`src/rtl/core/bsort_pkg.sv`:
```
// ============================================================================
// bsort_pkg: Shared types and constants for the bitonic sorter
// Holds the payload widths, the microcode format and the control program.
// ============================================================================
`default_nettype none

package bsort_pkg;

  localparam int DATA_W = 16;
  localparam int POS_W  = 6;
  localparam int PC_W   = 4;

  localparam logic [DATA_W-1:0] PAD_VALUE = {DATA_W{1'b1}};

  typedef enum logic [3:0] {
    ACT_LOAD,
    ACT_PAD,
    ACT_SETK,
    ACT_SETJ,
    ACT_CE,
    ACT_WAIT,
    ACT_NEXTJ,
    ACT_NEXTK,
    ACT_SETI,
    ACT_READ,
    ACT_PUT,
    ACT_CLEAR
  } act_e;

  typedef enum logic [2:0] {
    COND_NEVER,
    COND_ALWAYS,
    COND_JL_NZ,
    COND_KL_NTOP,
    COND_MORE
  } cond_e;

  localparam logic [PC_W-1:0] PC_LOAD  = 4'd0;
  localparam logic [PC_W-1:0] PC_PAD   = 4'd1;
  localparam logic [PC_W-1:0] PC_SETK  = 4'd2;
  localparam logic [PC_W-1:0] PC_SETJ  = 4'd3;
  localparam logic [PC_W-1:0] PC_CE    = 4'd4;
  localparam logic [PC_W-1:0] PC_WAIT  = 4'd5;
  localparam logic [PC_W-1:0] PC_NEXTJ = 4'd6;
  localparam logic [PC_W-1:0] PC_NEXTK = 4'd7;
  localparam logic [PC_W-1:0] PC_SETI  = 4'd8;
  localparam logic [PC_W-1:0] PC_READ  = 4'd9;
  localparam logic [PC_W-1:0] PC_PUT   = 4'd10;
  localparam logic [PC_W-1:0] PC_CLEAR = 4'd11;

  typedef struct packed {
    act_e            act;
    cond_e           cond;
    logic [PC_W-1:0] target;
  } ucode_t;

  typedef struct packed {
    act_e act;
  } seq_ctrl_t;

  typedef struct packed {
    logic done;
    logic jl_nz;
    logic kl_ntop;
    logic more;
  } seq_stat_t;

  function automatic ucode_t ucode_rom(input logic [PC_W-1:0] pc);
    ucode_t uw;
    uw = '{act: ACT_CLEAR, cond: COND_ALWAYS, target: PC_LOAD};
    case (pc)
      PC_LOAD:  uw = '{act: ACT_LOAD,  cond: COND_NEVER,   target: PC_LOAD};
      PC_PAD:   uw = '{act: ACT_PAD,   cond: COND_NEVER,   target: PC_LOAD};
      PC_SETK:  uw = '{act: ACT_SETK,  cond: COND_NEVER,   target: PC_LOAD};
      PC_SETJ:  uw = '{act: ACT_SETJ,  cond: COND_NEVER,   target: PC_LOAD};
      PC_CE:    uw = '{act: ACT_CE,    cond: COND_NEVER,   target: PC_LOAD};
      PC_WAIT:  uw = '{act: ACT_WAIT,  cond: COND_NEVER,   target: PC_LOAD};
      PC_NEXTJ: uw = '{act: ACT_NEXTJ, cond: COND_JL_NZ,   target: PC_CE};
      PC_NEXTK: uw = '{act: ACT_NEXTK, cond: COND_KL_NTOP, target: PC_SETJ};
      PC_SETI:  uw = '{act: ACT_SETI,  cond: COND_NEVER,   target: PC_LOAD};
      PC_READ:  uw = '{act: ACT_READ,  cond: COND_NEVER,   target: PC_LOAD};
      PC_PUT:   uw = '{act: ACT_PUT,   cond: COND_MORE,    target: PC_READ};
      PC_CLEAR: uw = '{act: ACT_CLEAR, cond: COND_ALWAYS,  target: PC_LOAD};
      default:  uw = '{act: ACT_CLEAR, cond: COND_ALWAYS,  target: PC_LOAD};
    endcase
    return uw;
  endfunction

endpackage

`default_nettype wire

```
`src/rtl/core/bsort_if.sv`:
```
// ============================================================================
// bsort_if: Handshake channels of the bitonic sorter
// Input channel carries one value per beat, output channel one sorted value.
// ============================================================================
`default_nettype none

interface bsort_in_if;
  import bsort_pkg::*;

  logic              valid;
  logic              ready;
  logic [DATA_W-1:0] value;
  logic              last;

  modport source (output valid, output value, output last, input ready);
  modport sink   (input valid, input value, input last, output ready);
endinterface

interface bsort_out_if;
  import bsort_pkg::*;

  logic              valid;
  logic              ready;
  logic [DATA_W-1:0] sorted_value;
  logic [POS_W-1:0]  position;
  logic              end_of_run;
  logic              dropped;

  modport source (output valid, output sorted_value, output position,
                  output end_of_run, output dropped, input ready);
  modport sink   (input valid, input sorted_value, input position,
                  input end_of_run, input dropped, output ready);
endinterface

`default_nettype wire

```
`src/rtl/core/bitonic_sorter_core.sv`:
```
// ============================================================================
// bitonic_sorter_core: Batch sorter on a bitonic network
// Collects up to SIZE values, sorts them with one compare-exchange unit
// under microcode control and returns them in ascending order.
// ============================================================================
//
//   Channel  Dir  Payload                                        Beat
//   in_i     in   value[15:0], last                              one element
//   out_o    out  sorted_value[15:0], position[5:0],             one result
//                 end_of_run, dropped
//
// Loading accepts one beat per cycle. After the last beat the set is padded
// up to N = 2**clog2(SIZE) entries, then the network runs at one
// compare-exchange per cycle within each pass; two parity banks give the
// two reads and two writes of each exchange. Each result is read from its
// bank in the read step and loaded into the output register in the put step.
// Reset clears control state only; the element banks need no clearing.
// A stalled output holds the sequencer in its emit step; input is taken
// only in the load step, also while the final result still waits.
// ============================================================================
`default_nettype none

module bitonic_sorter_core #(
  parameter int SIZE = 32
) (
  input logic        clk_i,
  input logic        rst_ni,
  bsort_in_if.sink   in_i,
  bsort_out_if.source out_o
);
  import bsort_pkg::*;

  localparam int LOG_N  = $clog2(SIZE);
  localparam int NET_N  = 1 << LOG_N;
  localparam int IW     = LOG_N + 1;
  localparam int BW     = (LOG_N > 1) ? LOG_N - 1 : 1;
  localparam int BDEPTH = NET_N / 2;
  localparam int KW     = $clog2(LOG_N + 1);

  seq_ctrl_t ctrl;
  seq_stat_t stat;
  act_e      act;

  logic [IW-1:0] cnt_q, cnt_d;
  logic          ovf_q, ovf_d;
  logic [IW-1:0] i_q, i_d;
  logic [KW-1:0] kl_q, kl_d;
  logic [KW-1:0] jl_q, jl_d;

  logic          ce_v_q;
  logic          ce_lo_bank_q;
  logic [BW-1:0] ce_lo_idx_q;
  logic [BW-1:0] ce_hi_idx_q;
  logic          ce_desc_q;

  logic              out_v_q, out_v_d;
  logic [DATA_W-1:0] out_val_q;
  logic [POS_W-1:0]  out_pos_q;
  logic              out_end_q;
  logic              out_drop_q;
  logic              out_load;

  logic             in_fire;
  logic             full;
  logic [LOG_N-1:0] ld_addr;
  logic [LOG_N-1:0] pad_addr;
  logic [LOG_N-1:0] pair;
  logic [LOG_N-1:0] jmask;
  logic [LOG_N-1:0] lo_addr;
  logic [LOG_N-1:0] hi_addr;
  logic [LOG_N:0]   lo_ext;
  logic             lo_bank;
  logic             desc;

  logic [DATA_W-1:0] a_val, b_val, new_lo, new_hi;
  logic              swap;

  logic              we    [2];
  logic [BW-1:0]     waddr [2];
  logic [DATA_W-1:0] wdata [2];
  logic [BW-1:0]     raddr [2];
  logic [DATA_W-1:0] rdata [2];

  bsort_seq u_seq (
    .clk_i  (clk_i),
    .rst_ni (rst_ni),
    .stat_i (stat),
    .ctrl_o (ctrl)
  );

  assign act = ctrl.act;

  for (genvar gb = 0; gb < 2; gb++) begin : g_bank
    bsort_ram #(
      .DEPTH (BDEPTH),
      .AW    (BW),
      .DW    (DATA_W)
    ) u_ram (
      .clk_i   (clk_i),
      .we_i    (we[gb]),
      .waddr_i (waddr[gb]),
      .wdata_i (wdata[gb]),
      .raddr_i (raddr[gb]),
      .rdata_o (rdata[gb])
    );
  end

  assign in_i.ready = (act == ACT_LOAD);
  assign in_fire    = in_i.valid & in_i.ready;
  assign full       = (cnt_q == IW'(SIZE));
  assign ld_addr    = cnt_q[LOG_N-1:0];
  assign pad_addr   = i_q[LOG_N-1:0];

  assign pair    = i_q[LOG_N-1:0];
  assign jmask   = (LOG_N'(1) << jl_q) - LOG_N'(1);
  assign lo_addr = ((pair & ~jmask) << 1) | (pair & jmask);
  assign hi_addr = lo_addr | (LOG_N'(1) << jl_q);
  assign lo_ext  = {1'b0, lo_addr};
  assign desc    = lo_ext[kl_q];
  assign lo_bank = ^lo_addr;

  assign a_val  = ce_lo_bank_q ? rdata[1] : rdata[0];
  assign b_val  = ce_lo_bank_q ? rdata[0] : rdata[1];
  assign swap   = ce_desc_q ? (a_val < b_val) : (a_val > b_val);
  assign new_lo = swap ? b_val : a_val;
  assign new_hi = swap ? a_val : b_val;

  always_comb begin
    for (int b = 0; b < 2; b++) begin
      we[b]    = 1'b0;
      waddr[b] = BW'(ld_addr >> 1);
      wdata[b] = in_i.value;
      raddr[b] = BW'(pair >> 1);
      if (act == ACT_CE) begin
        raddr[b] = (lo_bank == 1'(b)) ? BW'(lo_addr >> 1) : BW'(hi_addr >> 1);
      end
      if (ce_v_q) begin
        we[b]    = 1'b1;
        waddr[b] = (ce_lo_bank_q == 1'(b)) ? ce_lo_idx_q : ce_hi_idx_q;
        wdata[b] = (ce_lo_bank_q == 1'(b)) ? new_lo : new_hi;
      end else if (act == ACT_LOAD) begin
        we[b]    = in_fire && !full && ((^ld_addr) == 1'(b));
      end else if (act == ACT_PAD) begin
        we[b]    = (i_q != IW'(NET_N)) && ((^pad_addr) == 1'(b));
        waddr[b] = BW'(pad_addr >> 1);
        wdata[b] = PAD_VALUE;
      end
    end
  end

  always_comb begin
    stat.jl_nz   = (jl_q != '0);
    stat.kl_ntop = (kl_q != KW'(LOG_N));
    stat.more    = ((i_q + IW'(1)) != cnt_q);
    case (act)
      ACT_LOAD: stat.done = in_fire & in_i.last;
      ACT_PAD:  stat.done = (i_q == IW'(NET_N));
      ACT_CE:   stat.done = (i_q == IW'(NET_N / 2 - 1));
      ACT_WAIT: stat.done = !ce_v_q;
      ACT_PUT:  stat.done = !out_v_q || out_o.ready;
      default:  stat.done = 1'b1;
    endcase
  end

  always_comb begin
    cnt_d = cnt_q;
    ovf_d = ovf_q;
    i_d   = i_q;
    kl_d  = kl_q;
    jl_d  = jl_q;
    case (act)
      ACT_LOAD: begin
        if (in_fire) begin
          if (full) begin
            ovf_d = 1'b1;
            i_d   = cnt_q;
          end else begin
            cnt_d = cnt_q + IW'(1);
            i_d   = cnt_q + IW'(1);
          end
        end
      end
      ACT_PAD: begin
        if (i_q != IW'(NET_N)) begin
          i_d = i_q + IW'(1);
        end
      end
      ACT_SETK: kl_d = KW'(1);
      ACT_SETJ: begin
        jl_d = kl_q - KW'(1);
        i_d  = '0;
      end
      ACT_CE: i_d = i_q + IW'(1);
      ACT_NEXTJ: begin
        if (stat.jl_nz) begin
          jl_d = jl_q - KW'(1);
          i_d  = '0;
        end
      end
      ACT_NEXTK: begin
        if (stat.kl_ntop) begin
          kl_d = kl_q + KW'(1);
        end
      end
      ACT_SETI: i_d = '0;
      ACT_PUT: begin
        if (stat.done) begin
          i_d = i_q + IW'(1);
        end
      end
      ACT_CLEAR: begin
        cnt_d = '0;
        ovf_d = 1'b0;
      end
      default: begin
        cnt_d = cnt_q;
      end
    endcase
  end

  assign out_load = (act == ACT_PUT) && stat.done;

  always_comb begin
    out_v_d = out_v_q;
    if (out_load) begin
      out_v_d = 1'b1;
    end else if (out_o.ready) begin
      out_v_d = 1'b0;
    end
  end

  always_ff @(posedge clk_i or negedge rst_ni) begin
    if (!rst_ni) begin
      cnt_q   <= '0;
      ovf_q   <= 1'b0;
      i_q     <= '0;
      kl_q    <= '0;
      jl_q    <= '0;
      ce_v_q  <= 1'b0;
      out_v_q <= 1'b0;
    end else begin
      cnt_q   <= cnt_d;
      ovf_q   <= ovf_d;
      i_q     <= i_d;
      kl_q    <= kl_d;
      jl_q    <= jl_d;
      ce_v_q  <= (act == ACT_CE);
      out_v_q <= out_v_d;
    end
  end

  always_ff @(posedge clk_i) begin
    ce_lo_bank_q <= lo_bank;
    ce_lo_idx_q  <= BW'(lo_addr >> 1);
    ce_hi_idx_q  <= BW'(hi_addr >> 1);
    ce_desc_q    <= desc;
    if (out_load) begin
      out_val_q  <= (^pad_addr) ? rdata[1] : rdata[0];
      out_pos_q  <= POS_W'(i_q);
      out_end_q  <= !stat.more;
      out_drop_q <= ovf_q;
    end
  end

  assign out_o.valid        = out_v_q;
  assign out_o.sorted_value = out_val_q;
  assign out_o.position     = out_pos_q;
  assign out_o.end_of_run   = out_end_q;
  assign out_o.dropped      = out_drop_q;

`ifndef ASSERT_OFF
  a_ce_writeback_follows_issue: assert property (@(posedge clk_i) disable iff (!rst_ni)
    ce_v_q |-> $past(act == ACT_CE))
    else $error("Exchange write-back without a preceding issue.");

  a_no_writeback_while_loading: assert property (@(posedge clk_i) disable iff (!rst_ni)
    in_i.ready |-> !ce_v_q)
    else $error("Exchange write-back in flight during load.");

  a_count_in_range: assert property (@(posedge clk_i) disable iff (!rst_ni)
    cnt_q <= IW'(SIZE))
    else $error("Element count exceeds capacity.");

  a_pass_indices_valid: assert property (@(posedge clk_i) disable iff (!rst_ni)
    (act == ACT_CE) |-> (kl_q != '0 && jl_q < kl_q))
    else $error("Exchange issued with bad stage or distance.");
`endif

endmodule

`default_nettype wire

```
`src/rtl/core/bsort_ram.sv`:
```
// ============================================================================
// bsort_ram: Element bank
// One write port and one registered read port.
// ============================================================================
`default_nettype none

module bsort_ram #(
  parameter int DEPTH = 16,
  parameter int AW    = 4,
  parameter int DW    = 16
) (
  input  logic          clk_i,
  input  logic          we_i,
  input  logic [AW-1:0] waddr_i,
  input  logic [DW-1:0] wdata_i,
  input  logic [AW-1:0] raddr_i,
  output logic [DW-1:0] rdata_o
);

  logic [DW-1:0] mem [DEPTH];
  logic [DW-1:0] rdata_q;

  always_ff @(posedge clk_i) begin
    if (we_i) begin
      mem[waddr_i] <= wdata_i;
    end
    rdata_q <= mem[raddr_i];
  end

  assign rdata_o = rdata_q;

endmodule

`default_nettype wire

```
`src/rtl/core/bsort_seq.sv`:
```
// ============================================================================
// bsort_seq: Microcode sequencer
// Steps through the control program and takes conditional jumps.
// ============================================================================
`default_nettype none

module bsort_seq (
  input  logic                  clk_i,
  input  logic                  rst_ni,
  input  bsort_pkg::seq_stat_t  stat_i,
  output bsort_pkg::seq_ctrl_t  ctrl_o
);
  import bsort_pkg::*;

  logic [PC_W-1:0] pc_q, pc_d;
  ucode_t          uw;
  logic            cond_hit;

  assign uw = ucode_rom(pc_q);

  always_comb begin
    case (uw.cond)
      COND_NEVER:   cond_hit = 1'b0;
      COND_ALWAYS:  cond_hit = 1'b1;
      COND_JL_NZ:   cond_hit = stat_i.jl_nz;
      COND_KL_NTOP: cond_hit = stat_i.kl_ntop;
      COND_MORE:    cond_hit = stat_i.more;
      default:      cond_hit = 1'b0;
    endcase
  end

  always_comb begin
    pc_d = pc_q;
    if (stat_i.done) begin
      pc_d = cond_hit ? uw.target : pc_q + PC_W'(1);
    end
  end

  always_ff @(posedge clk_i or negedge rst_ni) begin
    if (!rst_ni) begin
      pc_q <= PC_LOAD;
    end else begin
      pc_q <= pc_d;
    end
  end

  assign ctrl_o.act = uw.act;

endmodule

`default_nettype wire
```
`src/flat_wrapper.sv`:
```
// flat-port wrapper written by rule: the top's interface ports become plain ports
module bitonic_sorter_core_flat import bsort_pkg::*;
#(
  parameter int SIZE = 32
)
  (clk_i, rst_ni, in_i_valid, in_i_value, in_i_last, in_i_ready, out_o_valid, out_o_sorted_value, out_o_position, out_o_end_of_run, out_o_dropped, out_o_ready);
  bsort_in_if in_i_i ();
  bsort_out_if out_o_i ();
  input logic clk_i;
  input logic rst_ni;
  input wire logic [$bits(in_i_i.valid)-1:0] in_i_valid;
  input wire logic [$bits(in_i_i.value)-1:0] in_i_value;
  input wire logic [$bits(in_i_i.last)-1:0] in_i_last;
  output wire logic [$bits(in_i_i.ready)-1:0] in_i_ready;
  output wire logic [$bits(out_o_i.valid)-1:0] out_o_valid;
  output wire logic [$bits(out_o_i.sorted_value)-1:0] out_o_sorted_value;
  output wire logic [$bits(out_o_i.position)-1:0] out_o_position;
  output wire logic [$bits(out_o_i.end_of_run)-1:0] out_o_end_of_run;
  output wire logic [$bits(out_o_i.dropped)-1:0] out_o_dropped;
  input wire logic [$bits(out_o_i.ready)-1:0] out_o_ready;
  assign in_i_i.valid = in_i_valid;
  assign in_i_i.value = in_i_value;
  assign in_i_i.last = in_i_last;
  assign in_i_ready = in_i_i.ready;
  assign out_o_valid = out_o_i.valid;
  assign out_o_sorted_value = out_o_i.sorted_value;
  assign out_o_position = out_o_i.position;
  assign out_o_end_of_run = out_o_i.end_of_run;
  assign out_o_dropped = out_o_i.dropped;
  assign out_o_i.ready = out_o_ready;
  bitonic_sorter_core #(.SIZE(SIZE)) u_core (.clk_i(clk_i), .rst_ni(rst_ni), .in_i(in_i_i), .out_o(out_o_i));
endmodule
```
`config.mk`:
```
export PLATFORM = sky130hd
export DESIGN_NAME = bitonic_sorter_core_flat
export DESIGN_NICKNAME = d
export VERILOG_FILES = /design/src/rtl/core/bsort_pkg.sv /design/src/rtl/core/bsort_if.sv /design/src/rtl/core/bitonic_sorter_core.sv /design/src/rtl/core/bsort_ram.sv /design/src/rtl/core/bsort_seq.sv /design/src/flat_wrapper.sv
export SDC_FILE = /design/constraint.sdc
export NUM_CORES = 1
export LEC_CHECK = 0
export ABC_AREA = 1
export BUFFER_PORTS_ARGS = -buffer_cell sky130_fd_sc_hd__buf_2
export CORE_ASPECT_RATIO = 0.5
export CORE_UTILIZATION = 40
export CTS_CLUSTER_DIAMETER = 30
export DETAILED_ROUTE_END_ITERATION = 8
export GPL_ROUTABILITY_DRIVEN = 0
export PLACE_DENSITY_LB_ADDON = 0.12
export SKIP_LAST_GASP = 1
export SLEW_MARGIN = 0
export SYNTH_ARGS = -nofsm -noshare
export SYNTH_HDL_FRONTEND = slang
export SYNTH_HIERARCHICAL = 1
export SYNTH_SLANG_ARGS = --single-unit
```
`constraint.sdc`:
```
create_clock -name clk_i -period 4.85 [get_ports clk_i]
set_input_delay 0.97 -clock clk_i [delete_from_list [all_inputs] [get_ports clk_i]]
set_output_delay 0.97 -clock clk_i [all_outputs]
set_load 0.02 [all_outputs]
```
==> results.sh, run 1 <==
export IMPL_wirelength_mm=75.19
export IMPL_clk_pin_slew_ps=50
export IMPL_route_detailed_drc=0
export IMPL_power_density_nw_per_um2=621.1
export IMPL_synth_seq_cells=603
export IMPL_synth_distinct_cells=44
export IMPL_stdcell_area_um2=32170
export IMPL_wl_per_cell_um=18.95
export IMPL_drive_above_1_share_pct=10.43
export IMPL_final_common_cell="nand2_1"
export IMPL_setup_viol=0
export IMPL_yosysWarnings=6
export IMPL_critPathMaxStageDelay_ps=920
export IMPL_clock_path_buffers=3
export IMPL_final_core_util_pct=47.43
export IMPL_critical_path_top_delay_family="simple AND/OR/NAND/NOR gates"
export IMPL_chipWidth_um=374.8
export IMPL_maxCapViolCount=0
export IMPL_synth_cells=2921
export IMPL_max_slew_worst_pin_slew_ps=1289
export IMPL_peakVddDrop_mv=0.4493
export IMPL_rsz0062_at_grt="false"
export IMPL_fin_ws_ps=903.9
export IMPL_viasPerCell=4.987
export IMPL_critical_path_required_ps=5120
export IMPL_coreArea_um2=67820
export IMPL_cts_tree="done"
export IMPL_min_period_ps=3946
export IMPL_core_rowCount=67
export IMPL_worstPathMaxFanout=16
export IMPL_track_usage_pct=21.52
export IMPL_syn_nets=2960
export IMPL_num_io_pins=47
export IMPL_htreeDepth=3
export IMPL_arrival_ps=4210
export IMPL_io_buffers=46
export IMPL_vias=19782
export IMPL_slew_limit_headroom_pct=14.06
export IMPL_post_cts_buffers=0
export IMPL_cts_made_buffers=93
export IMPL_status="finished clean"
export IMPL_clock_sinks=603
export IMPL_ant_nets=0
export IMPL_postCtsResizedCells=0
export IMPL_cpMaxStageDelayCell="nor2_2"
export IMPL_grt_pass1_wl_mm=114.5
export IMPL_path_buf_inv=3
export IMPL_hpwl_mm=45.37
export IMPL_max_clock_freq_mhz=253.4
export IMPL_clk_latency_ps=680
export IMPL_fp_dieH_um=188.4
export IMPL_leakagePower_nw=13.81
export IMPL_period_share_pct=81.36
export IMPL_cts_root_buf="clkbuf_16"
export IMPL_hold_viol_final=0
export IMPL_path_cells="inv_1 > o21ai_0 > inv_1 > nand2_1 > nor2_1 > nand2_1 > o311ai_0 > buf_4 > nand3b_1 > nor2_2"
export IMPL_postCtsHoldBufs=0
export IMPL_grt_ovfl_total=0
export IMPL_syn_avg_cell_area_um2=9.515
export IMPL_grt_pass1_vias=18979
export IMPL_dp_worst_setup_slack_ps=924.5
export IMPL_fin_setup_tns_ps=0
export IMPL_grt_max_degree=129
export IMPL_synthToLayoutAreaGrowth_pct=15.74
export IMPL_clock_skew_ps=35.13
export IMPL_hp_class="primary input to async pin"
export IMPL_end_kind="flop"
export IMPL_drt_iter0_drc=1737
export IMPL_syn_area_um2=27790
export IMPL_firstDrtPassIters=5
export IMPL_critPathKind="flop to flop"
export IMPL_crit_path_start_kind="flop"
export IMPL_initial_core_util_pct=40.98
export IMPL_post_dp_cell_area_um2=28970
export IMPL_final_nets=3027
export IMPL_ys_seq_area_share_pct=63.19
export IMPL_antenna_found_initial=1
export IMPL_layout_common_cells="nand2_1 (915), edfxtp_1 (536), nand3_1 (488), inv_1 (478), clkbuf_16 (93)"
export IMPL_report_final_slew_viol_count=0
export IMPL_die_area_um2=70610
kinds of logic (layout without fill, tap and decap cells):
logic type / after synthesis / in the layout / share of synthesized area [%]
compound gates: 148 / 148 / 2.913
xor+xnor: 23 / 23 / 0.7248
fa+ha+maj: 18 / 18 / 0.8103
buf+inv: 623 / 771 / 9.499
flops: 603 / 603 / 63.19
other cells: 0 / 1 / 0
simple gates: 1506 / 1506 / 22.87
final timing paths:
kind / from / endpoint / slack [ps] / depth (start not counted)
max: u_core/u_seq/pc_q[2]$_DFFE_PN0P_ / u_core/g_bank[1].u_ram/mem[8][12]$_DFFE_PP_ / 900 / 10
min: rst_ni / u_core/jl_q[0]$_DFFE_PN0P_ / 310 / 1
max reg2reg: u_core/u_seq/pc_q[2]$_DFFE_PN0P_ / u_core/g_bank[1].u_ram/mem[8][12]$_DFFE_PP_ / 900 / 10
min reg2reg: u_core/ovf_q$_DFFE_PN0P_ / u_core/out_o.dropped$_DFFE_PP_ / 470 / 0
max in group asynchronous: rst_ni / u_core/i_q[2]$_DFFE_PN0P_ / 4140 / 1
min in group clk_i: u_core/ovf_q$_DFFE_PN0P_ / u_core/out_o.dropped$_DFFE_PP_ / 470 / 0
per-stage QoR:
stage          total power [mW]  hold WS, ps  instances
3_3_place_gp              13.26        450.2       3790
3_5_place_dp              13.32        462.1       3790
5_1_grt                   21.13        333.2       3966
6_report                  19.98        309.8       3967
2_1_floorplan             11.48        425.7       2921
4_1_cts                   20.11        288.5       3966
synthesized netlist by cell type:
master,n,share of area [%]
nand2_1,919,12
edfxtp_1,536,58
nand3_1,488,8.8
inv_1,478,6.5
o21ai_0,76,1.4
nor2_1,66,0.89
buf_2,46,0.83
dfxtp_1,42,3.0
buf_4,37,1.0
clkbuf_1,30,0.41
a21oi_1,29,0.52
dfrtp_1,25,2.3
ha_1,18,0.81
xor2_1,16,0.50
buf_6,14,0.57
o22ai_1,14,0.32
inv_2,12,0.16
nand4_1,9,0.20
o21ai_1,9,0.16
xnor2_1,7,0.22
nand2_2,6,0.14
buf_1,5,0.068
nand3b_1,5,0.14
nor3_1,4,0.072
a31oi_1,3,0.068
o211ai_1,3,0.081
o21bai_1,3,0.081
o31ai_1,3,0.081
and2_1,2,0.045
o21a_1,2,0.054
a211oi_1,1,0.027
a21oi_2,1,0.032
a221oi_1,1,0.032
a22oi_1,1,0.027
clkinv_1,1,0.013
nand2_4,1,0.041
nand3_2,1,0.036
nor2_2,1,0.023
nor2b_1,1,0.023
nor4_1,1,0.023
o2111ai_1,1,0.032
o311ai_0,1,0.032
or2_0,1,0.023
or2_2,1,0.023
where the power goes:
part / internal [mW] / switching [mW]
registers: 6.79 / 0.452
logic: 1.57 / 4.43
clock network: 4.12 / 2.62
total: 12.5 / 7.51
registers in the layout, summed over array words and instances (netlist names):
name / count
u_core/ce_desc_q: 1
u_core/out_o.sorted_value: 16
u_core/ce_v_q: 1
u_core/kl_q: 3
u_core/g_bank.u_ram/rdata_o: 32
u_core/cnt_q: 6
u_core/g_bank.u_ram/mem: 512
u_core/u_seq/pc_q: 4
u_core/out_o.valid: 1
u_core/ce_hi_idx_q: 4
u_core/out_o.position: 6
u_core/ce_lo_idx_q: 4
u_core/out_o.end_of_run: 1
u_core/ovf_q: 1
u_core/jl_q: 3
u_core/i_q: 6
u_core/ce_lo_bank_q: 1
u_core/out_o.dropped: 1
routing by layer:
metal  up-vias  track usage [%]  share of wire [%]
met5         -                0                  0
met4         0            6.620                2.3
met3       114            4.390                5.6
met2       508            32.56                 44
met1      9486            31.04                 48
li1       9674                -                  -
final cells by class:
cell class | count | area, µm²
multi-input cells | 1695 | 7706
well taps | 897 | 1122
inverters | 491 | 1848
clock buffers | 115 | 2460
clock inverters | 61 | 740.7
fillers | 6337 | 35650
repair buffers | 104 | 728.2
flip-flops and latches | 603 | 17560
diodes | 1 | 2.502
(Power assumes the default switching activity.)
==> run 2, diff against run 1 <==
--- a/config.mk
+++ b/config.mk
@@ -5,7 +5,7 @@
 export SDC_FILE = /design/constraint.sdc
 export NUM_CORES = 1
 export LEC_CHECK = 0
-export ABC_AREA = 1
+export ABC_AREA = 0
 export BUFFER_PORTS_ARGS = -buffer_cell sky130_fd_sc_hd__buf_2
 export CORE_ASPECT_RATIO = 0.5
 export CORE_UTILIZATION = 40
==> constraint.sdc (replaced) <==
create_clock -name clk_i -period 3.7 [get_ports clk_i]
set_input_delay 0.74 -clock clk_i [delete_from_list [all_inputs] [get_ports clk_i]]
set_output_delay 0.74 -clock clk_i [all_outputs]
set_load 0.02 [all_outputs]
==> run 2 against run 1 <==
  * Utilization up 3.9 points
  * Critical endpoint is now u_core/g_bank[1].u_ram/rdata_o[8]$_DFF_P_
  * Via count shrank 27%
  * Maximum frequency increased by 5.6%
  * Sequential power grew 59%
  * Clock skew down 13 ps
  * Hold slack got worse by 150 ps
  * Sequential cell count did not move
  * Cell area is 1.8% lower
  * Synthesized area down 9.8%
  * First-iteration DRC count decreased by 24%
  * Wire length decreased by 13%
  * The flow now finishes with violations (negative setup slack)
==> results.sh, run 2 <==
export IMPL_async_flop_share_pct=4.146
export IMPL_timing_rr_end="u_core/g_bank[1].u_ram/rdata_o[8]$_DFF_P_"
export IMPL_final_core_util_pct=51.37
export IMPL_route_detailed_drc=0
export IMPL_power_density_nw_per_um2=1058
export IMPL_vias=14379
export IMPL_regToRegStartpoint="u_core/jl_q[1]$_DFFE_PN0P_"
export IMPL_die_area_um2=63730
export IMPL_antenna_found_initial=2
export IMPL_wirelength_mm=65.44
export IMPL_cts_tree="done"
export IMPL_synth_top_area_cell="edfxtp_1"
export IMPL_instances_no_fill=2587
export IMPL_clock_sinks=603
export IMPL_clk_pin_slew_ps=60
export IMPL_path_cells="nor3_4 > inv_2 > ha_4 > xnor2_4 > nor2_2 > a211oi_4 > or3_4 > nand2_2 > a211oi_4 > buf_4 > buf_12 > buf_16 > buf_12 > buf_4 > mux4_2 > a22oi_2 > nand2_1"
export IMPL_syn_area_um2=25070
export IMPL_clock_skew_ps=21.97
export IMPL_yosysMostFrequentCell="edfxtp_1"
export IMPL_min_period_ps=3735
export IMPL_fin_setup_tns_ps=-46.92
export IMPL_clock_path_buffers=3
export IMPL_slew_limit_headroom_pct=29.99
export IMPL_syn_nets=1476
export IMPL_synthToLayoutAreaGrowth_pct=26.02
export IMPL_grt_pass1_wl_mm=93.66
export IMPL_final_nets=1724
export IMPL_report_final_slew_viol_count=0
export IMPL_firstDrtPassIters=5
export IMPL_hp_class="primary input to async pin"
export IMPL_synthTopCellsByCount="edfxtp_1 (536), mux4_2 (108), nand2_1 (75)"
export IMPL_max_slew_worst_pin_slew_ps=1030
export IMPL_hpwl_mm=40.83
export IMPL_fin_ws_ps=-35.08
export IMPL_ys_seq_area_share_pct=70.06
export IMPL_rr_worst_depth=17
export IMPL_synth_ff_type="edfxtp_1"
export IMPL_peakVddDrop_mv=0.5397
export IMPL_largest_register_ffs=512
export IMPL_dpl_cell_count=2378
export IMPL_maxCapViolCount=0
export IMPL_synth_distinct_cells=73
export IMPL_critical_path_required_ps=4190
export IMPL_num_io_pins=47
export IMPL_synth_top_cell_area_share_pct=64.21
export IMPL_max_clock_freq_mhz=267.7
export IMPL_cpMaxStageDelayCell="mux4_2"
export IMPL_grt_max_degree=37
export IMPL_hold_viol_final=0
export IMPL_violations="negative setup slack"
export IMPL_arrival_ps=4230
export IMPL_worstPathMaxFanout=7
export IMPL_clk_latency_ps=610
export IMPL_yosysWarnings=6
export IMPL_r2r_slack_ps=-40
export IMPL_crit_path_start_kind="flop"
export IMPL_io_buffers=46
export IMPL_syn_avg_cell_area_um2=17.44
export IMPL_postCtsHoldBufs=0
export IMPL_rsz0062_at_grt="true"
export IMPL_synth_seq_cells=603
export IMPL_synth_cells=1437
export IMPL_critPathKind="flop to flop"
export IMPL_critPathMaxStageDelay_ps=490
export IMPL_drive_above_1_share_pct=37.81
export IMPL_largest_register="u_core/g_bank.u_ram/mem"
export IMPL_layout_common_cells="edfxtp_1 (536), buf_4 (149), mux4_2 (114), clkbuf_16 (94), nand2_1 (69)"
export IMPL_cts_root_buf="clkbuf_16"
export IMPL_track_usage_pct=20.41
export IMPL_leakagePower_nw=10.69
export IMPL_grt_pass1_vias=14319
export IMPL_end_kind="flop"
export IMPL_synth_area_leaders="edfxtp_1 (64%), mux4_2 (9.7%), dfxtp_1 (3.4%)"
export IMPL_fp_dieH_um=179.0
export IMPL_setup_viol=3
export IMPL_coreArea_um2=61500
export IMPL_ant_nets=0
export IMPL_viasPerCell=5.558
export IMPL_cts_made_buffers=87
export IMPL_initial_core_util_pct=40.76
export IMPL_chipWidth_um=356.0
export IMPL_final_common_cell="edfxtp_1"
export IMPL_period_share_pct=100.9
export IMPL_wl_per_cell_um=25.29
export IMPL_synth_edf_count=536
export IMPL_htreeDepth=3
export IMPL_status="finished, violations left"
export IMPL_core_rowCount=64
export IMPL_grt_ovfl_total=0
export IMPL_drt_iter0_drc=1320
[run 2: worst max-delay path, delay by kind of cell (launching register included)]
family          cells  cell delay, ps
buf+inv             6             780
simple gates        5             680
flops               1             440
xor+xnor            1             200
mux                 1             490
fa+ha+maj           1             200
compound gates      3             820
[run 2: routing by layer]
metal	vias to the layer above	wire, µm	part of all wire, %	track usage [%]
li1	6342	-	-	-
met1	7549	30090	46	29.39
met2	398	30830	47	32.15
met3	90	3356	5.1	3.796
met4	0	1163	1.8	4.864
met5	-	0	0	0
[run 2: cells by family (layout without fill, tap and decap cells)]
kind of cell	Yosys count	in the layout	share of synthesized area (%)
flops	603	603	70.06
simple gates	254	254	5.061
compound gates	219	219	5.940
mux	187	187	14.22
buf+inv	114	436	2.321
xor+xnor	35	35	1.223
fa+ha+maj	25	25	1.178
other cells	0	3	0
[run 2: cell type report]
| type | count | area [µm²] |
|---|---|---|
| Antenna cell | 3 | 7.507 |
| Clock buffer | 98 | 2281 |
| Clock inverter | 65 | 790.8 |
| Fill cell | 4964 | 29910 |
| Inverter | 35 | 131.4 |
| Multi-Input combinational cell | 720 | 7626 |
| Sequential cell | 603 | 17560 |
| Tap cell | 825 | 1032 |
| Timing Repair Buffer | 238 | 2157 |
[run 2: report_power, final]
group          internal, mW  switching [mW]  total, mW
Sequential             10.8           0.693       11.5
Combinational          5.68            7.68       13.4
Clock                  5.43            3.16       8.59
Total                  21.9            11.5       33.4
[run 2: metrics by stage]
stage / setup slack [ps] / power [mW] / instance area, µm² / hold WS (ps)
6_report: -35.08 / 33.42 / 31590 / 155.4
5_1_grt: -153.4 / 34.90 / 31590 / 182.2
4_1_cts: -11.71 / 32.42 / 30850 / 151.3
3_5_place_dp: -240.4 / 23.49 / 27580 / 452.9
3_3_place_gp: -95.73 / 23.09 / 27580 / 433.3
2_1_floorplan: -96.14 / 19.21 / 25250 / 425.6
[run 2: repair_timing]
action                     4_1_cts  5_1_grt
resized for setup               11       96
pin swaps                        6       35
gates cloned                     2        5
setup buffers                   10       27
setup endpoints to repair       25      220
[run 2: how the worst max path moves through the flow]
stage / from / endpoint / slack, ps / cells after the start
2_1_floorplan: u_core/i_q[2]$_DFFE_PN0P_ / u_core/g_bank[0].u_ram/mem[1][0]$_DFFE_PP_ / -100 / 10
3_3_place_gp: u_core/jl_q[2]$_DFFE_PN0P_ / u_core/g_bank[0].u_ram/rdata_o[15]$_DFF_P_ / -100 / 14
3_5_place_dp: u_core/jl_q[1]$_DFFE_PN0P_ / u_core/g_bank[0].u_ram/rdata_o[15]$_DFF_P_ / -240 / 14
4_1_cts: u_core/jl_q[1]$_DFFE_PN0P_ / u_core/g_bank[0].u_ram/rdata_o[0]$_DFF_P_ / -10 / 14
5_1_grt: u_core/jl_q[1]$_DFFE_PN0P_ / u_core/g_bank[1].u_ram/rdata_o[8]$_DFF_P_ / -150 / 17
6_report: u_core/jl_q[1]$_DFFE_PN0P_ / u_core/g_bank[1].u_ram/rdata_o[8]$_DFF_P_ / -40 / 17
==> run 3, diff against run 2 <==
--- a/config.mk
+++ b/config.mk
@@ -7,12 +7,15 @@
 export LEC_CHECK = 0
 export ABC_AREA = 0
 export BUFFER_PORTS_ARGS = -buffer_cell sky130_fd_sc_hd__buf_2
+export CELL_PAD_IN_SITES_DETAIL_PLACEMENT = 1
+export CELL_PAD_IN_SITES_GLOBAL_PLACEMENT = 2
 export CORE_ASPECT_RATIO = 0.5
 export CORE_UTILIZATION = 40
 export CTS_CLUSTER_DIAMETER = 30
 export DETAILED_ROUTE_END_ITERATION = 8
 export GPL_ROUTABILITY_DRIVEN = 0
 export PLACE_DENSITY_LB_ADDON = 0.12
+export RECOVER_POWER = 50
 export SKIP_LAST_GASP = 1
 export SLEW_MARGIN = 0
 export SYNTH_ARGS = -nofsm -noshare
==> run 3 against run 2 <==
  * The flow finishes with violations (max-capacitance violations, max-slew violations, negative setup slack)
  * Hold slack improved by 310 ps
  * Maximum frequency increased by 0.55%
  * Power is 1.5% higher
  * Clock power grew 4.0%
  * Die area unchanged
  * Non-clock buffer count increased by 1
==> results.sh, run 3 (synthesis gave the netlist of run 2 again) <==
export IMPL_io_buffers=46
export IMPL_num_io_pins=47
export IMPL_end_kind="flop"
export IMPL_chipWidth_um=356.0
export IMPL_drt_iter0_drc=1156
export IMPL_slew_limit_headroom_pct=-15.08
export IMPL_fin_setup_tns_ps=-335.9
export IMPL_clk_latency_ps=640
export IMPL_hold_viol_final=0
export IMPL_wl_per_cell_um=27.48
export IMPL_clkPwrFrac_pct=26.3
export IMPL_cp_startpoint="u_core/ce_lo_bank_q$_DFF_P_"
export IMPL_leakagePower_nw=10.63
export IMPL_grt_pass1_wl_mm=101.6
export IMPL_cts_made_buffers=91
export IMPL_route_detailed_drc=0
export IMPL_regToRegStartpoint="u_core/ce_lo_bank_q$_DFF_P_"
export IMPL_cts_tree="done"
export IMPL_fin_ws_ps=-14.56
export IMPL_power_frac_seq_pct=33.9
export IMPL_die_area_um2=63730
export IMPL_max_clock_freq_mhz=269.2
export IMPL_clock_path_buffers=3
export IMPL_power_density_nw_per_um2=1072
export IMPL_cts_root_buf="clkbuf_16"
export IMPL_antenna_found_initial=0
export IMPL_worstHoldStart="u_core/ovf_q$_DFFE_PN0P_"
export IMPL_track_usage_pct=22.21
export IMPL_switchingPower_mw=12.04
export IMPL_peakVddDrop_mv=0.7706
export IMPL_ant_nets=0
export IMPL_stdcell_area_um2=31620
export IMPL_maxCapViolCount=2
export IMPL_drive_above_1_share_pct=34.37
export IMPL_vias=14596
export IMPL_critPathKind="flop to flop"
export IMPL_hpwl_mm=44.35
export IMPL_multi_input_area_um2=7501
export IMPL_arrival_ps=4020
export IMPL_coreArea_um2=61500
export IMPL_htreeDepth=3
export IMPL_firstDrtPassIters=5
export IMPL_setup_viol=48
export IMPL_crit_path_start_kind="flop"
export IMPL_fp_dieH_um=179.0
export IMPL_wirelength_mm=71.23
export IMPL_grt_pass1_vias=15120
export IMPL_initial_core_util_pct=40.76
export IMPL_clock_sinks=603
export IMPL_final_common_cell="edfxtp_1"
export IMPL_grt_max_degree=33
export IMPL_clk_pin_slew_ps=60
export IMPL_instances_no_fill=2592
export IMPL_violations="max-capacitance violations, max-slew violations, negative setup slack"
export IMPL_pwr_share_comb_pct=39.7
export IMPL_switching_share_pct=35.51
export IMPL_period_share_pct=100.4
export IMPL_synthToLayoutAreaGrowth_pct=26.15
export IMPL_largest_register_ffs=512
export IMPL_min_period_ps=3715
export IMPL_largest_register="u_core/g_bank.u_ram/mem"
export IMPL_post_dp_cell_area_um2=27830
export IMPL_rsz0062_at_grt="true"
export IMPL_register_area_um2=17570
export IMPL_layout_common_cells="edfxtp_1 (536), buf_4 (124), mux4_2 (116), clkbuf_16 (97), nand2_1 (73)"
export IMPL_fill_cells=5696
export IMPL_dpl_cell_count=2394
export IMPL_report_final_slew_viol_count=51
export IMPL_worstPathMaxFanout=22
export IMPL_viasPerCell=5.631
export IMPL_clock_skew_ps=19.96
export IMPL_critical_path_required_ps=4010
export IMPL_internal_power_mw=21.87
export IMPL_status="finished, violations left"
export IMPL_grt_ovfl_total=0
export IMPL_core_rowCount=64
export IMPL_hp_class="flop to flop"
export IMPL_final_nets=1729
export IMPL_max_slew_worst_pin_slew_ps=1726
## run 3: cell types whose count changed in the layout (fill, tap and decap cells not counted), moves of 6 or more
cell | before | now
a22oi_2 | 33 | 27
buf_2 | 46 | 19
a22oi_1 | 32 | 38
buf_12 | 23 | 33
buf_4 | 149 | 124
nor2_2 | 28 | 22
clkbuf_1 | 7 | 47
## run 3: worst max-delay path, stage by stage, from the launching register on
cell and delay [ps]:
dfxtp_1 380, mux2_2 350, ha_1 340, nand4_1 130, nand4bb_1 330, or4_1 520, o311a_1 150, a21o_2 250
buf_12 190, mux2i_2 730
## run 3: layout make-up
class / instances / share of cell area (%)
antenna: 1 / 0.007913
inverter: 35 / 0.4154
tap: 825 / 3.264
sequential: 603 / 55.55
clock buffer: 102 / 7.431
multi-input combinational: 720 / 23.72
timing repair buffer: 239 / 6.904
clock inverter: 67 / 2.710
## run 3: what timing repair did
item	4_1_cts	5_1_grt
pin swaps	7	23
buffers inserted	7	15
setup endpoints to repair	29	408
gates cloned	2	5
gates resized for setup	16	76
hold buffers	0	0
## run 3: path summary, 6_finish.rpt
check,end,slack [ps],cells after the start
setup / recovery,u_core/g_bank[1].u_ram/mem[15][9]$_DFFE_PP_,-10,9
hold / removal,u_core/out_o.dropped$_DFFE_PP_,460,0
setup reg to reg,u_core/g_bank[1].u_ram/mem[15][9]$_DFFE_PP_,-10,9
hold reg to reg,u_core/out_o.dropped$_DFFE_PP_,460,0
max in group asynchronous,u_core/jl_q[0]$_DFFE_PN0P_,2120,1
min in group asynchronous,u_core/cnt_q[2]$_DFFE_PN0P_,520,1
## run 3: layer usage
layer / vias up / part of all wire (%) / track usage (%)
met5: - / 0 / 0
met4: 0 / 1.7 / 5.508
met3: 99 / 5.9 / 4.631
met2: 410 / 45 / 33.71
met1: 7740 / 47 / 32.68
li1: 6347 / - / -
## run 3: stage by stage
step	total power [mW]	worst slack, ps	hold slack (ps)	utilization [%]
4_1_cts	33.38	-19.24	143.7	50.75
3_5_place_dp	24.06	-187.0	452.5	45.25
6_report	33.91	-14.56	464.3	51.42
5_1_grt	35.35	-161.2	483.2	51.42
3_3_place_gp	23.50	-94.17	438.1	45.25
2_1_floorplan	19.21	-96.14	425.6	-
## run 3: power by group through the flow
stage / clock network [mW] / logic [mW] / registers, mW
finish: 8.93 / 13.5 / 11.5
global route: 9.36 / 14.4 / 11.6
CTS: 9.10 / 12.8 / 11.5
detailed placement: 0 / 12.5 / 11.6
global placement: 0 / 11.9 / 11.6
floorplan: 0 / 7.89 / 11.3
